### src/hdl/rvid_pkg.sv
// Package for the RV32I instruction decoder: opcodes and the result type.
// Depends on nothing; used by the decode, the top level and the checker.
`default_nettype none

package rvid_pkg;

  // Major opcodes of RV32I.
  localparam logic [6:0] OPC_LOAD   = 7'h03;
  localparam logic [6:0] OPC_FENCE  = 7'h0F;
  localparam logic [6:0] OPC_OPIMM  = 7'h13;
  localparam logic [6:0] OPC_AUIPC  = 7'h17;
  localparam logic [6:0] OPC_STORE  = 7'h23;
  localparam logic [6:0] OPC_OP     = 7'h33;
  localparam logic [6:0] OPC_LUI    = 7'h37;
  localparam logic [6:0] OPC_BRANCH = 7'h63;
  localparam logic [6:0] OPC_JALR   = 7'h67;
  localparam logic [6:0] OPC_JAL    = 7'h6F;
  localparam logic [6:0] OPC_SYSTEM = 7'h73;

  // Funct3 codes of the immediate shifts and of the SYSTEM class that keep funct7.
  localparam logic [2:0] F3_SLLI   = 3'd1;
  localparam logic [2:0] F3_SRXI   = 3'd5;
  localparam logic [2:0] F3_PRIV   = 3'd0;

  // One decoded instruction.
  typedef struct packed {
    logic        illegal;
    logic [15:0] type_code;
    logic [4:0]  dest_reg;
    logic [4:0]  src_reg_one;
    logic [4:0]  src_reg_two;
    logic [31:0] imm_value;
  } dec_result_t;

endpackage

`default_nettype wire

### src/hdl/rvid_if.sv
// Valid/ready channel interfaces of the decoder: instruction in, result out.
// Depends on nothing.
`default_nettype none

interface rvid_in_if;
  logic        valid;
  logic        ready;
  logic [31:0] raw_instruction;

  modport source (output valid, output raw_instruction, input ready);
  modport sink   (input valid, input raw_instruction, output ready);
endinterface

interface rvid_out_if;
  logic               valid;
  logic               ready;
  logic               illegal;
  logic [15:0]        type_code;
  logic [4:0]         dest_reg;
  logic [4:0]         src_reg_one;
  logic [4:0]         src_reg_two;
  logic signed [31:0] imm_value;

  modport source (output valid, output illegal, output type_code, output dest_reg,
                  output src_reg_one, output src_reg_two, output imm_value,
                  input ready);
  modport sink   (input valid, input illegal, input type_code, input dest_reg,
                  input src_reg_one, input src_reg_two, input imm_value,
                  output ready);
endinterface

`default_nettype wire

### src/hdl/rv32i_instruction_decoder_unit.sv
// Path: instruction into inst_r, decoded, result into res_r. Throughput: one
// instruction per cycle while out ready holds; the output register stalls on out
// ready and the input register keeps accepting while either stage has room.
// Reset: synchronous active-low rst_n empties both stages; payload is not reset.
// Depends on rvid_pkg, rvid_if and rvid_decode.
`default_nettype none

module rv32i_instruction_decoder_unit (
  input  wire logic clk,
  input  wire logic rst_n,
  rvid_in_if.sink   in_chan,
  rvid_out_if.source out_chan
);

  logic                  in_v_r;
  logic                  in_v_nxt;
  logic [31:0]           inst_r;
  logic                  out_v_r;
  logic                  out_v_nxt;
  rvid_pkg::dec_result_t res_r;
  rvid_pkg::dec_result_t dec_res;
  logic                  out_room;
  logic                  in_room;

  // Each stage moves when the one after it has room.
  assign out_room      = !out_v_r || out_chan.ready;
  assign in_room       = !in_v_r || out_room;
  assign in_chan.ready = in_room;

  rvid_decode u_decode (
    .inst (inst_r),
    .res  (dec_res)
  );

  // Stage occupancy.
  always_comb begin
    in_v_nxt  = in_room ? in_chan.valid : in_v_r;
    out_v_nxt = out_room ? in_v_r : out_v_r;
  end

  always_ff @(posedge clk) begin
    if (!rst_n) begin
      in_v_r  <= 1'b0;
      out_v_r <= 1'b0;
    end else begin
      in_v_r  <= in_v_nxt;
      out_v_r <= out_v_nxt;
    end
  end

  // Payload registers load on a transaction into their stage.
  always_ff @(posedge clk) begin
    if (in_room && in_chan.valid) begin
      inst_r <= in_chan.raw_instruction;
    end
    if (out_room && in_v_r) begin
      res_r <= dec_res;
    end
  end

  assign out_chan.valid       = out_v_r;
  assign out_chan.illegal     = res_r.illegal;
  assign out_chan.type_code   = res_r.type_code;
  assign out_chan.dest_reg    = res_r.dest_reg;
  assign out_chan.src_reg_one = res_r.src_reg_one;
  assign out_chan.src_reg_two = res_r.src_reg_two;
  assign out_chan.imm_value   = $signed(res_r.imm_value);

endmodule

`default_nettype wire

### src/hdl/rvid_decode.sv
// Combinational RV32I field decode: format, registers, immediate, type code.
// Depends on rvid_pkg.
`default_nettype none

module rvid_decode (
  input  wire logic [31:0]          inst,
  output rvid_pkg::dec_result_t     res
);

  logic [6:0]  opc;
  logic [2:0]  f3;
  logic [15:0] id_full;
  logic [15:0] id_low;
  logic        keep_f7;
  logic [31:0] imm_i;

  assign opc     = inst[6:0];
  assign f3      = inst[14:12];
  // Full type code drops bit 6 of funct7 off the top.
  assign id_full = {inst[30:25], f3, opc};
  assign id_low  = {6'd0, f3, opc};
  assign imm_i   = {{20{inst[31]}}, inst[31:20]};

  // Among I-format opcodes, funct7 survives only for immediate shifts and for SYSTEM with funct3 zero.
  assign keep_f7 = ((opc == rvid_pkg::OPC_OPIMM) &&
                    ((f3 == rvid_pkg::F3_SLLI) || (f3 == rvid_pkg::F3_SRXI))) ||
                   ((opc == rvid_pkg::OPC_SYSTEM) && (f3 == rvid_pkg::F3_PRIV));

  // Format select on the major opcode.
  always_comb begin
    res = '0;
    unique case (opc) inside
      rvid_pkg::OPC_LOAD, rvid_pkg::OPC_FENCE, rvid_pkg::OPC_OPIMM,
      rvid_pkg::OPC_JALR, rvid_pkg::OPC_SYSTEM: begin
        res.dest_reg    = inst[11:7];
        res.src_reg_one = inst[19:15];
        res.type_code   = keep_f7 ? id_full : id_low;
        if ((opc == rvid_pkg::OPC_OPIMM) &&
            ((f3 == rvid_pkg::F3_SLLI) || (f3 == rvid_pkg::F3_SRXI))) begin
          res.imm_value = {27'd0, inst[24:20]};
        end else begin
          res.imm_value = imm_i;
        end
      end
      rvid_pkg::OPC_AUIPC, rvid_pkg::OPC_LUI: begin
        res.dest_reg  = inst[11:7];
        res.imm_value = {inst[31:12], 12'd0};
        res.type_code = {9'd0, opc};
      end
      rvid_pkg::OPC_STORE: begin
        res.src_reg_one = inst[19:15];
        res.src_reg_two = inst[24:20];
        res.imm_value   = {{20{inst[31]}}, inst[31:25], inst[11:7]};
        res.type_code   = id_low;
      end
      rvid_pkg::OPC_OP: begin
        res.dest_reg    = inst[11:7];
        res.src_reg_one = inst[19:15];
        res.src_reg_two = inst[24:20];
        res.type_code   = id_full;
      end
      rvid_pkg::OPC_BRANCH: begin
        res.src_reg_one = inst[19:15];
        res.src_reg_two = inst[24:20];
        res.imm_value   = {{19{inst[31]}}, inst[31], inst[7], inst[30:25],
                           inst[11:8], 1'b0};
        res.type_code   = id_low;
      end
      rvid_pkg::OPC_JAL: begin
        res.dest_reg  = inst[11:7];
        res.imm_value = {{11{inst[31]}}, inst[31], inst[19:12], inst[20],
                         inst[30:21], 1'b0};
        res.type_code = {9'd0, opc};
      end
      default: begin
        res.illegal = 1'b1;
      end
    endcase
  end

endmodule

`default_nettype wire

### src/flat_wrapper.sv
// flat-port wrapper written by rule: the top's interface ports become plain ports
module rv32i_instruction_decoder_unit_flat 
  (clk, rst_n, in_chan_valid, in_chan_raw_instruction, in_chan_ready, out_chan_valid, out_chan_illegal, out_chan_type_code, out_chan_dest_reg, out_chan_src_reg_one, out_chan_src_reg_two, out_chan_imm_value, out_chan_ready);
  rvid_in_if in_chan_i ();
  rvid_out_if out_chan_i ();
  input  wire logic clk;
  input  wire logic rst_n;
  input wire logic [$bits(in_chan_i.valid)-1:0] in_chan_valid;
  input wire logic [$bits(in_chan_i.raw_instruction)-1:0] in_chan_raw_instruction;
  output wire logic [$bits(in_chan_i.ready)-1:0] in_chan_ready;
  output wire logic [$bits(out_chan_i.valid)-1:0] out_chan_valid;
  output wire logic [$bits(out_chan_i.illegal)-1:0] out_chan_illegal;
  output wire logic [$bits(out_chan_i.type_code)-1:0] out_chan_type_code;
  output wire logic [$bits(out_chan_i.dest_reg)-1:0] out_chan_dest_reg;
  output wire logic [$bits(out_chan_i.src_reg_one)-1:0] out_chan_src_reg_one;
  output wire logic [$bits(out_chan_i.src_reg_two)-1:0] out_chan_src_reg_two;
  output wire logic [$bits(out_chan_i.imm_value)-1:0] out_chan_imm_value;
  input wire logic [$bits(out_chan_i.ready)-1:0] out_chan_ready;
  assign in_chan_i.valid = in_chan_valid;
  assign in_chan_i.raw_instruction = in_chan_raw_instruction;
  assign in_chan_ready = in_chan_i.ready;
  assign out_chan_valid = out_chan_i.valid;
  assign out_chan_illegal = out_chan_i.illegal;
  assign out_chan_type_code = out_chan_i.type_code;
  assign out_chan_dest_reg = out_chan_i.dest_reg;
  assign out_chan_src_reg_one = out_chan_i.src_reg_one;
  assign out_chan_src_reg_two = out_chan_i.src_reg_two;
  assign out_chan_imm_value = out_chan_i.imm_value;
  assign out_chan_i.ready = out_chan_ready;
  rv32i_instruction_decoder_unit u_core (.clk(clk), .rst_n(rst_n), .in_chan(in_chan_i), .out_chan(out_chan_i));
endmodule
### config.mk
export PLATFORM = sky130hd
export DESIGN_NAME = rv32i_instruction_decoder_unit_flat
export DESIGN_NICKNAME = d
export VERILOG_FILES = /design/src/hdl/rvid_pkg.sv /design/src/hdl/rvid_if.sv /design/src/hdl/rv32i_instruction_decoder_unit.sv /design/src/hdl/rvid_decode.sv /design/src/flat_wrapper.sv
export SDC_FILE = /design/constraint.sdc
export NUM_CORES = 1
export LEC_CHECK = 0
export BUFFER_PORTS_ARGS = -buffer_cell sky130_fd_sc_hd__buf_2
export CORE_ASPECT_RATIO = 1.25
export CORE_MARGIN = 2
export CORE_UTILIZATION = 52
export DETAILED_ROUTE_END_ITERATION = 8
export PLACE_DENSITY = 0.83
export SLEW_MARGIN = 30
export SYNTH_ARGS = -nofsm -noshare
export SYNTH_HDL_FRONTEND = slang
export SYNTH_SLANG_ARGS = --single-unit
### constraint.sdc
create_clock -name clk -period 5.76 [get_ports clk]
set_input_delay 1.152 -clock clk [delete_from_list [all_inputs] [get_ports clk]]
set_output_delay 1.152 -clock clk [all_outputs]
set_load 0.02 [all_outputs]
==> results.rst, run 1 <==
.. list-table::
   :header-rows: 1

   * - Metric
     - Value
   * - CTS max path bufs
     - 2
   * - Iteration-0 DRC count of the detailed router
     - 206
   * - Final Skew
     - 0.009666 ns
   * - Worst hold path class
     - flip-flop to flip-flop
   * - Top achievable clock speed
     - about 330 MHz
   * - Largest net degree at the start of global routing
     - between 60 and 70
   * - Max-cap violations
     - 0
   * - Power density relative to cell area
     - between 200 and 300 nW/µm²
   * - Aggregate global routing overflow
     - 0
   * - Worst setup slack for register-to-register paths
     - 3.36 ns
   * - Primary FF master, synth
     - sky130_fd_sc_hd__edfxtp_1
   * - Clock sinks
     - 98
   * - Final worst path period share
     - 52.33%
   * - Crit path from
     - out_chan_ready
   * - Synthesized instance count
     - 266
   * - Total global routing track utilization
     - 18.57%
   * - TritonCTS Buffers
     - 9
   * - Vias in the first global route
     - between 2k and 2.5k
   * - I/O pin count
     - 102
   * - Capturing element of the worst setup path
     - in_chan_ready
   * - H-tree levels
     - 3
   * - # hold bufs at CTS
     - 0
   * - Seq. cell area
     - 2923 µm²
   * - Average wire length per cell after detail routing
     - about 16 µm
   * - Top-area cell type share of the netlist area
     - 73.33%
   * - Leakage
     - 1.880 nW
   * - RSZ-0062 raised after global routing
     - false
   * - R2r startpoint
     - u_core.inst_r[2]
   * - Placer Congestion
     - 0.8151
   * - Share of flip-flops with an asynchronous set or reset
     - 0%
   * - Count of state elements after synthesis
     - 98
   * - Wire length reported by the detailed router
     - 7441 µm
   * - Antenna violations before repair
     - 0
   * - Crit Path Max Fanout
     - 4
   * - End-of-flow core utilization
     - 64.42%
   * - Final Hold Vio Count
     - 0
   * - Depth of the most critical reg-to-reg path
     - 4
   * - Post-Place Worst Slack
     - 2.734 ns
   * - Worst setup slack after layout
     - 2.746 ns
   * - Top cell types by occurrence after synthesis
     - sky130_fd_sc_hd__edfxtp_1 (96), sky130_fd_sc_hd__nand2_1 (26), sky130_fd_sc_hd__a21oi_1 (19), sky130_fd_sc_hd__and2_1 (19), sky130_fd_sc_hd__nor2_1 (11)
   * - Fraction of final layout cells with drive strength greater than 1
     - 34.67%
   * - Post-detail-place hpwl
     - 5106 µm
   * - Placeable Area
     - 7357 µm²
   * - Max-slew violation count
     - 0
   * - Worst-skew pair later-pin latency
     - 0.36 ns
   * - Syn. warnings
     - 0
   * - Die width
     - 81.77 µm
   * - Outcome
     - finished clean
   * - Die Height
     - roughly 100 µm
   * - Nature of the critical path startpoint
     - input port
   * - Wire length of the first global-routing pass
     - 11,280 µm
   * - Final Setup Violations
     - 0
   * - Clock Pin Slew Worst Setup and Hold Paths
     - 0.09 ns
   * - Post-route total power
     - 0.001420 W
   * - Setup tns final
     - 0 ns
   * - Number of buffer cells added on primary ports
     - 101
   * - Post-synthesis sequential area ratio
     - 74.35%
   * - DRC viols
     - 0
   * - Pre-antenna DRT Iters
     - 4
   * - FF-to-FF End
     - u_core.out_chan.imm_value[11]
   * - Number of core rows
     - 35
   * - N_diodes
     - 0
   * - Number of filler instances in the final layout
     - 550
   * - Cell taking the most area after synthesis
     - sky130_fd_sc_hd__edfxtp_1
   * - Post-CTS repair timing setup buffer count
     - 0
   * - Final layout net count
     - 406
   * - Post-layout min period
     - 3.014 ns
   * - CTS tree
     - yes
   * - Dominant cells by area after synthesis
     - sky130_fd_sc_hd__edfxtp_1 (73%), sky130_fd_sc_hd__and2_1 (3.0%), sky130_fd_sc_hd__nand2_1 (2.5%)
   * - Initial Util
     - 53.44%
   * - Most numerous cell in the Yosys netlist
     - sky130_fd_sc_hd__edfxtp_1
   * - Number of synthesized flops with an enable pin
     - 96
   * - Worst slew margin
     - 44.92%
   * - Root cell of the clock tree
     - sky130_fd_sc_hd__clkbuf_8
   * - CP Data Arrival Time
     - 1.86 ns
   * - Layout overhead on the synthesized area
     - 20.56%
   * - Multi-input gate area in the final layout
     - between 900 and 1000 µm²
   * - Synthesized net count
     - 302
   * - Worst Max-Slew Pin Slew
     - 0.8207 ns
   * - DRT antenna net count
     - 0
   * - Peak VDD IR
     - 0.1395 mV
   * - Endpoint required time on the critical path
     - around 4.6 ns
   * - Average footprint of a synthesized cell
     - 14.78 µm²
   * - Total standard cell area after synthesis
     - 3931 µm²
   * - Number of vias per cell after detailed routing
     - around 5.5
   * - Die ar.
     - approximately 8300 µm²
   * - Number of unique standard cell types used by synthesis
     - between 40 and 50
   * - Via Count
     - 2,559
   * - PostCTS Resize Cnt
     - 0
   * - Classification of the worst setup path
     - input port to primary output
   * - Critical Path Sink Type
     - primary output
## layer usage
metal  share of wire (%)  vias up  track usage [%]
met5                   0        -                0
met4                 1.8        0            8.590
met3                 7.6       11            5.348
met2                  52      126            29.83
met1                  39     1212            23.24
li1                    -     1210                -
## kinds of logic (layout without fill, tap and decap cells)
| kind of cell | Yosys count | count (layout) | synth area share, % |
|---|---|---|---|
| AO/OA/AOI/OAI | 57 | 57 | 10.50 |
| XOR/XNOR | 1 | 1 | 0.2228 |
| buffers and inverters | 15 | 124 | 1.719 |
| flip-flops | 98 | 98 | 74.35 |
| multiplexers | 1 | 1 | 0.2864 |
| AND/OR/NAND/NOR | 94 | 94 | 12.92 |
## layout make-up
type	count	share of cell area (%)
Sequential cell	98	61.67
Multi-Input combinational cell	153	20.12
Timing Repair Buffer	104	11.14
Clock buffer	9	2.614
Tap cell	92	2.429
Clock inverter	7	1.716
Inverter	4	0.3168
## cells in the final DEF (no fill, tap or decap), types with 3 or more instances in the layout
cell / n
sky130_fd_sc_hd__buf_2: 101
sky130_fd_sc_hd__a22o_1: 5
sky130_fd_sc_hd__nor2b_1: 6
sky130_fd_sc_hd__buf_4: 3
sky130_fd_sc_hd__inv_6: 3
sky130_fd_sc_hd__and2_1: 19
sky130_fd_sc_hd__nor3_1: 4
sky130_fd_sc_hd__clkbuf_8: 9
sky130_fd_sc_hd__nor2_1: 11
sky130_fd_sc_hd__nand3_1: 3
sky130_fd_sc_hd__a21oi_1: 19
sky130_fd_sc_hd__edfxtp_1: 96
sky130_fd_sc_hd__nand2_1: 26
sky130_fd_sc_hd__a21o_1: 9
sky130_fd_sc_hd__o21ai_1: 8
sky130_fd_sc_hd__and3_1: 7
## critical path, stage by stage
cell	delay, ns
sky130_fd_sc_hd__buf_2	0.09
sky130_fd_sc_hd__nor2b_1	0.32
sky130_fd_sc_hd__nand2_1	0.12
sky130_fd_sc_hd__buf_2	0.17
## worst min path at each step
stage / from / cells past startpoint / to / slack (ns)
floorplan: u_core.in_v_r / 1 / u_core.out_chan.valid / 0.48
global placement: u_core.in_v_r / 1 / u_core.out_chan.valid / 0.50
detailed placement: u_core.inst_r[18] / 1 / u_core.out_chan.imm_value[18] / 0.53
CTS: u_core.inst_r[18] / 1 / u_core.out_chan.imm_value[18] / 0.55
finish: u_core.in_v_r / 1 / u_core.out_chan.valid / 0.54
global route: u_core.inst_r[16] / 1 / u_core.out_chan.imm_value[16] / 0.57
## power by group
part | switching [W] | internal [W] | total, W
Combinational | 0.0000805 | 0.0000404 | 0.000121
Clock | 0.000246 | 0.000209 | 0.000455
Sequential | 0.0000210 | 0.000824 | 0.000845
## through the flow
step           hold slack [ns]  instances  area [µm²]
5_1_grt                 0.5724        467        4740
3_5_place_dp            0.5283        451        4534
6_report                0.5419        467        4740
4_1_cts                 0.5526        467        4740
2_1_floorplan           0.4768        266        3931
3_3_place_gp            0.4994        451        4529
(Power assumes the default switching activity.)
==> inputs of run 2 (changes only) <==
==> constraint.sdc (replaced) <==
create_clock -name clk -period 2.9 [get_ports clk]
set_input_delay 0.58 -clock clk [delete_from_list [all_inputs] [get_ports clk]]
set_output_delay 0.58 -clock clk [all_outputs]
set_load 0.02 [all_outputs]
==> run 2 against run 1 <==
Net effect: clock skew is 0.0042 ns higher; power is 96% higher; critical path depth stayed put; wire length rose by 4.9%; utilization fell by 0.051 points; register-to-register slack got worse by 2.7 ns; global-route usage grew 0.83 points; non-clock buffer count grew 2; largest cell class unchanged; via count is 4.1% higher; worst setup slack got worse by 2.0 ns; clock power increased by 89%; die area stayed put.
==> results.rst, run 2 (synthesis gave the netlist of run 1 again) <==
.. list-table::
   :header-rows: 1

   * - Metric
     - Value
   * - Layout overhead on the synthesized area
     - 20.46% (about the same)
   * - Worst setup slack for register-to-register paths
     - 0.70 ns (-2.66 ns)
   * - Post-layout min period
     - 2.200 ns
   * - Crit Path Max Fanout
     - 17 (+13)
   * - Vias in the first global route
     - 2,395 (+3.1%)
   * - Aggregate global routing overflow
     - 0 (unchanged)
   * - Root cell of the clock tree
     - sky130_fd_sc_hd__clkbuf_8
   * - Total global routing track utilization
     - 19.40% (+0.83 points)
   * - Die width
     - 81.77 µm (unchanged)
   * - DRT antenna net count
     - 0 (unchanged)
   * - Depth of the most critical reg-to-reg path
     - 4 (unchanged)
   * - Pre-antenna DRT Iters
     - 5 (+1)
   * - Iteration-0 DRC count of the detailed router
     - 358 (+74%)
   * - Startpoint of the most critical hold path
     - in_chan_raw_instruction[31]
   * - Placeable Area
     - 7357 µm² (unchanged)
   * - Via Count
     - 2,663 (+4.1%)
   * - CTS max path bufs
     - 2 (unchanged)
   * - Endpoint required time on the critical path
     - 3.01 ns (-1.60 ns)
   * - PostCTS Resize Cnt
     - 0 (unchanged)
   * - Final Skew
     - 0.01386 ns (+0.004189 ns)
   * - Worst slew margin
     - 47.29% (+2.4 points)
   * - Top achievable clock speed
     - 454.6 MHz
   * - Wire length reported by the detailed router
     - 7803 µm (+4.9%)
   * - Number of core rows
     - 35 (unchanged)
   * - Number of vias per cell after detailed routing
     - 5.690 (+3.8%)
   * - Commonest non-fill, non-tap cell in the layout
     - sky130_fd_sc_hd__buf_2
   * - Setup tns final
     - 0 ns (unchanged)
   * - Die ar.
     - 8276 µm² (unchanged)
   * - I/O pin count
     - 102 (unchanged)
   * - Worst hold path class
     - input port to flip-flop
   * - H-tree levels
     - 3 (unchanged)
   * - Clock sinks
     - 98 (unchanged)
   * - FF-to-FF End
     - u_core.out_chan.imm_value[9]
   * - Leakage
     - 1.876 nW (-0.23%)
   * - Number of filler instances in the final layout
     - 574 (+4.4%)
   * - Critical Path Sink Type
     - flip-flop
   * - DRC viols
     - 0 (unchanged)
   * - Wire length of the first global-routing pass
     - 11,740 µm (+4.0%)
   * - CP Data Arrival Time
     - 2.31 ns (+0.45 ns)
   * - Worst Max-Slew Pin Slew
     - 0.7907 ns (-0.02996 ns)
   * - Outcome
     - finished clean
   * - Post-detail-place hpwl
     - 5367 µm (+5.1%)
   * - Power density relative to cell area
     - 587.3 nW/µm² (+96%)
   * - Final Setup Violations
     - 0 (unchanged)
   * - Worst-skew pair later-pin latency
     - 0.37 ns (about the same)
   * - CTS tree
     - yes
   * - Number of cells on the worst hold path
     - 1 (unchanged)
   * - Placer Congestion
     - 0.8497 (+4.2%)
   * - Fraction of final layout cells with drive strength greater than 1
     - 34.31% (-0.36 points)
   * - TritonCTS Buffers
     - 9 (unchanged)
   * - R2r startpoint
     - u_core.inst_r[2]
   * - WHS
     - 0.3803 ns (-0.1616 ns)
   * - Final layout net count
     - 408 (+0.49%)
   * - Antenna violations before repair
     - 0 (unchanged)
   * - Peak VDD IR
     - 0.3019 mV (+120%)
   * - Nature of the critical path startpoint
     - flip-flop
   * - RSZ-0062 raised after global routing
     - false
   * - Clock Pin Slew Worst Setup and Hold Paths
     - 0.10 ns (about the same)
   * - Commonest non-fill, non-tap cells in the layout
     - sky130_fd_sc_hd__buf_2 (101), sky130_fd_sc_hd__edfxtp_1 (96), sky130_fd_sc_hd__nand2_1 (26), sky130_fd_sc_hd__and2_1 (19), sky130_fd_sc_hd__a21oi_1 (19)
   * - Classification of the worst setup path
     - flip-flop to flip-flop
   * - # hold bufs at CTS
     - 0 (unchanged)
   * - Initial Util
     - 53.44% (unchanged)
   * - Final Hold Vio Count
     - 0 (unchanged)
   * - Post-CTS repair timing setup buffer count
     - 0 (unchanged)
   * - Max-slew violation count
     - 0 (unchanged)
   * - N_diodes
     - 0 (unchanged)
   * - Final worst path period share
     - about three quarters
   * - Max-cap violations
     - 0 (unchanged)
   * - Average wire length per cell after detail routing
     - 16.67 µm (+4.6%)
   * - Largest net degree at the start of global routing
     - 65 (unchanged)
   * - Number of buffer cells added on primary ports
     - 101 (unchanged)
   * - Hold path endpoint
     - u_core.inst_r[31]
   * - Die Height
     - 101.2 µm (unchanged)
[run 2: where the power goes]
part           leakage (nW)  switching [W]  internal [W]
clock network        0.0933       0.000462      0.000397
logic                 0.882       0.000161     0.0000804
registers             0.900      0.0000447       0.00164
total                  1.88       0.000668       0.00211
[run 2: worst max-delay path by stage]
stage | from | to | slack (ns) | cells past startpoint
floorplan | out_chan_ready | u_core.out_chan.dest_reg[0] | 0.14 | 2
global placement | u_core.inst_r[2] | u_core.out_chan.src_reg_one[1] | 0.86 | 4
detailed placement | u_core.inst_r[2] | u_core.out_chan.imm_value[9] | 0.79 | 4
CTS | u_core.inst_r[2] | u_core.out_chan.imm_value[5] | 0.78 | 4
global route | u_core.inst_r[2] | u_core.out_chan.imm_value[5] | 0.59 | 4
finish | u_core.inst_r[2] | u_core.out_chan.imm_value[9] | 0.70 | 4
[run 2: cell type report]
type | instances | area [µm²] | share of cell area [%]
clock buffer | 9 | 123.9 | 2.616
multi-input combinational | 153 | 948.4 | 20.03
timing repair buffer | 106 | 543.0 | 11.47
tap | 92 | 115.1 | 2.431
inverter | 4 | 15.01 | 0.3170
clock inverter | 6 | 67.56 | 1.427
sequential | 98 | 2923 | 61.72
[run 2: worst max-delay path, stage by stage (launching register included)]
cell and delay, ns:
sky130_fd_sc_hd__edfxtp_1 0.63, sky130_fd_sc_hd__nor2_1 0.52, sky130_fd_sc_hd__nand4_1 0.20, sky130_fd_sc_hd__a221oi_2 0.48, sky130_fd_sc_hd__nor2_1 0.11
[run 2: metrics by stage]
| step | worst slack (ns) | instance area (µm²) | utilization [%] | std cells | total power [W] |
|---|---|---|---|---|---|
| after detailed placement | 0.7927 | 4544 | 61.77 | 453 | 0.001954 |
| after floorplan | 0.1446 | 3934 | - | 266 | 0.001853 |
| after global placement | 0.8597 | 4544 | 61.77 | 453 | 0.001945 |
| after CTS | 0.7788 | 4736 | 64.37 | 468 | 0.002786 |
| final | 0.7001 | 4736 | 64.37 | 468 | 0.002781 |
| after global routing | 0.5898 | 4736 | 64.37 | 468 | 0.002889 |
[run 2: layer usage]
metal	vias up	track usage [%]	wire length, µm
met1	1263	23.97	2951
li1	1218	-	-
met3	26	4.635	627
met2	156	32.96	4038
met5	-	0	0
met4	0	7.308	185
==> inputs of run 3 (changes only) <==
--- a/config.mk
+++ b/config.mk
@@ -8,9 +8,9 @@
 export BUFFER_PORTS_ARGS = -buffer_cell sky130_fd_sc_hd__buf_2
 export CORE_ASPECT_RATIO = 1.25
 export CORE_MARGIN = 2
-export CORE_UTILIZATION = 52
+export CORE_UTILIZATION = 47
 export DETAILED_ROUTE_END_ITERATION = 8
-export PLACE_DENSITY = 0.83
+export PLACE_DENSITY = 0.79
 export SLEW_MARGIN = 30
 export SYNTH_ARGS = -nofsm -noshare
 export SYNTH_HDL_FRONTEND = slang
==> constraint.sdc (replaced) <==
create_clock -name clk -period 1.8 [get_ports clk]
set_input_delay 0.36 -clock clk [delete_from_list [all_inputs] [get_ports clk]]
set_output_delay 0.36 -clock clk [all_outputs]
set_load 0.02 [all_outputs]
==> run 3 against run 2 <==
Net effect: the flow now finishes with violations (design-rule violations); power grew 58%; hold slack lost 0.21 ns; worst setup slack worse by 0.69 ns; first-iteration DRC count is 44% lower; highest routed layer unchanged.
==> results.rst, run 3 (synthesis gave the netlist of run 1 again) <==
.. list-table::
   :header-rows: 1

   * - Metric
     - Value
   * - Fraction of power spent switching nets
     - 24.69% (+0.68 points)
   * - Startpoint of the most critical hold path
     - in_chan_raw_instruction[8]
   * - R2r startpoint
     - u_core.inst_r[5]
   * - Post-layout min period
     - 1.792 ns (-0.4078 ns)
   * - Final worst path period share
     - 99.56% (+24 points)
   * - Number of core rows
     - 37 (+5.7%)
   * - Violations in the final reports
     - design-rule violations
   * - Post-route total power
     - 0.004393 W (+58%)
   * - Peak VDD IR
     - 0.5336 mV (+77%)
   * - Wire length reported by the detailed router
     - 8188 µm (+4.9%)
   * - Gate power share
     - 10.9% (+2.2 points)
   * - Post-Place Worst Slack
     - -0.09087 ns (-0.8836 ns)
   * - TritonCTS Buffers
     - 9 (unchanged)
   * - I/O pin count
     - 102 (unchanged)
   * - Outcome
     - complete, but fails checks
   * - CTS tree
     - yes
   * - Setup tns final
     - 0 ns (unchanged)
   * - Worst slew margin
     - 49.54% (+2.2 points)
   * - Commonest non-fill, non-tap cell in the layout
     - sky130_fd_sc_hd__buf_2
   * - DRC viols
     - 8 (+8)
   * - Hold path endpoint
     - u_core.inst_r[8]
   * - Fraction of final layout cells with drive strength greater than 1
     - 42.82% (+8.5 points)
   * - Clock power frac
     - 28.0% (-2.9 points)
   * - Multi-input gate area in the final layout
     - 1023 µm² (+7.9%)
   * - Via Count
     - 2,631 (-1.2%)
   * - Max-cap violations
     - 0 (unchanged)
   * - Worst-skew pair later-pin latency
     - 0.36 ns (about the same)
   * - Number of filler instances in the final layout
     - 627 (+9.2%)
   * - Antenna violations before repair
     - 0 (unchanged)
   * - Placer Congestion
     - 0.8628 (+1.5%)
   * - N_diodes
     - 0 (unchanged)
   * - Number of vias per cell after detailed routing
     - 5.251 (-7.7%)
   * - Pre-antenna DRT Iters
     - 7 (+2)
   * - Sw Pwr
     - 0.001084 W (+62%)
   * - Placeable Area
     - 8194 µm² (+11%)
   * - Leakage
     - 1.997 nW (+6.5%)
   * - DRT antenna net count
     - 0 (unchanged)
   * - Seq. cell area
     - 2924 µm² (about the same)
   * - Die width
     - 85.80 µm (+4.9%)
   * - Number of cells on the worst hold path
     - 1 (unchanged)
   * - WHS
     - 0.1688 ns (-0.2115 ns)
   * - Sequential power share
     - 61.2% (+0.8 points)
   * - Final layout net count
     - 436 (+6.9%)
   * - Die ar.
     - 9116 µm² (+10%)
   * - Endpoint required time on the critical path
     - 2.02 ns (-0.99 ns)
   * - Critical Path Sink Type
     - flip-flop
   * - Classification of the worst setup path
     - flip-flop to flip-flop
   * - FF-to-FF End
     - u_core.out_chan.imm_value[15]
   * - Die Height
     - 106.3 µm (+5.0%)
   * - Post-detail-place hpwl
     - 5790 µm (+7.9%)
   * - Layout overhead on the synthesized area
     - 28.10%
   * - CP Data Arrival Time
     - 2.01 ns (-0.30 ns)
   * - Number of buffer cells added on primary ports
     - 101 (unchanged)
   * - RSZ-0062 raised after global routing
     - true
   * - Nature of the critical path startpoint
     - flip-flop
   * - Aggregate global routing overflow
     - 0 (unchanged)
   * - Power density relative to cell area
     - 872.2 nW/µm² (+49%)
   * - Initial Util
     - 47.98% (-5.5 points)
   * - Commonest non-fill, non-tap cells in the layout
     - sky130_fd_sc_hd__buf_2 (101), sky130_fd_sc_hd__edfxtp_1 (96), sky130_fd_sc_hd__buf_4 (30), sky130_fd_sc_hd__nand2_1 (26)
   * - Depth of the most critical reg-to-reg path
     - 5 (+1)
   * - Max-slew violation count
     - 0 (unchanged)
   * - Worst hold path class
     - input port to flip-flop
   * - Power Internal
     - 0.003308 W (+57%)
   * - Final Setup Violations
     - 0 (unchanged)
   * - CTS max path bufs
     - 2 (unchanged)
   * - Clock Pin Slew Worst Setup and Hold Paths
     - 0.09 ns (about the same)
   * - Top achievable clock speed
     - 558.0 MHz (+23%)
   * - Vias in the first global route
     - 2,523 (+5.3%)
   * - Final Skew
     - 0.01111 ns (-0.002745 ns)
   * - H-tree levels
     - 3 (unchanged)
   * - Worst setup slack for register-to-register paths
     - 0.008 ns (-0.69 ns)
   * - Root cell of the clock tree
     - sky130_fd_sc_hd__clkbuf_8
   * - Worst Max-Slew Pin Slew
     - 0.7570 ns (-0.03374 ns)
   * - Crit Path Max Fanout
     - 8 (-9)
   * - Clock sinks
     - 98 (unchanged)
   * - Largest net degree at the start of global routing
     - 38 (-42%)
   * - Average wire length per cell after detail routing
     - 16.34 µm (-2.0%)
   * - Final Hold Vio Count
     - 0 (unchanged)
   * - Wire length of the first global-routing pass
     - 12,440 µm (+6.0%)
   * - Worst setup slack after layout
     - 0.007902 ns (-0.6922 ns)
   * - Iteration-0 DRC count of the detailed router
     - 202 (-44%)
   * - Total global routing track utilization
     - 18.12% (-1.3 points)
==> run 3: how the worst max path moves through the flow <==
stage | end | slack (ns) | from | cells past startpoint
2_1_floorplan | u_core.out_chan.dest_reg[0] | -0.06 | u_core.out_chan.valid | 2
3_3_place_gp | u_core.out_chan.imm_value[16] | 0.009 | u_core.inst_r[5] | 4
3_5_place_dp | u_core.out_chan.imm_value[15] | -0.09 | u_core.inst_r[5] | 4
4_1_cts | u_core.out_chan.imm_value[15] | -0.01 | u_core.inst_r[5] | 5
5_1_grt | u_core.out_chan.imm_value[15] | -0.05 | u_core.inst_r[5] | 5
6_report | u_core.out_chan.imm_value[15] | 0.008 | u_core.inst_r[5] | 5
==> run 3: cell type report <==
| class | instances | area share [%] |
|---|---|---|
| clock inverter | 6 | 0.8447 |
| sequential | 98 | 58.06 |
| inverter | 4 | 0.3727 |
| multi-input combinational | 153 | 20.32 |
| clock buffer | 9 | 2.460 |
| timing repair buffer | 134 | 15.53 |
| tap | 97 | 2.410 |
==> run 3: per-stage QoR <==
step	util, %	instances	instance area (µm²)
final	61.46	501	5036
after global routing	61.46	501	5036
after CTS	60.28	496	4940
after detailed placement	57.55	477	4716
after global placement	57.55	477	4716
after floorplan	-	266	3949
==> run 3: timing repair <==
item,CTS,global route
resized for setup,5,12
hold buffers,0,0
pin swaps,6,6
buffers inserted,4,6
setup endpoints to repair,26,34
==> run 3: worst max-delay path: stages, from the launching register on <==
cell	delay, ns
sky130_fd_sc_hd__edfxtp_1	0.46
sky130_fd_sc_hd__or4_4	0.54
sky130_fd_sc_hd__or2_4	0.25
sky130_fd_sc_hd__a41oi_4	0.16
sky130_fd_sc_hd__buf_12	0.15
sky130_fd_sc_hd__a21o_1	0.09
==> run 3: routing by layer <==
layer | track usage (%) | up-vias | wire [µm]
met4 | 8.277 | 0 | 141
met5 | 0 | - | 0
met2 | 30.80 | 87 | 4392
met1 | 22.50 | 1266 | 3303
met3 | 3.106 | 14 | 350
li1 | - | 1264 | -
==> run 3: power by group through the flow <==
stage / Combinational [W] / Clock, W / Sequential [W]
after floorplan: 0.000156 / 0 / 0.00283
after global placement: 0.000439 / 0 / 0.00274
after detailed placement: 0.000447 / 0 / 0.00274
after CTS: 0.000458 / 0.00125 / 0.00269
after global routing: 0.000513 / 0.00136 / 0.00270
final: 0.000478 / 0.00123 / 0.00269
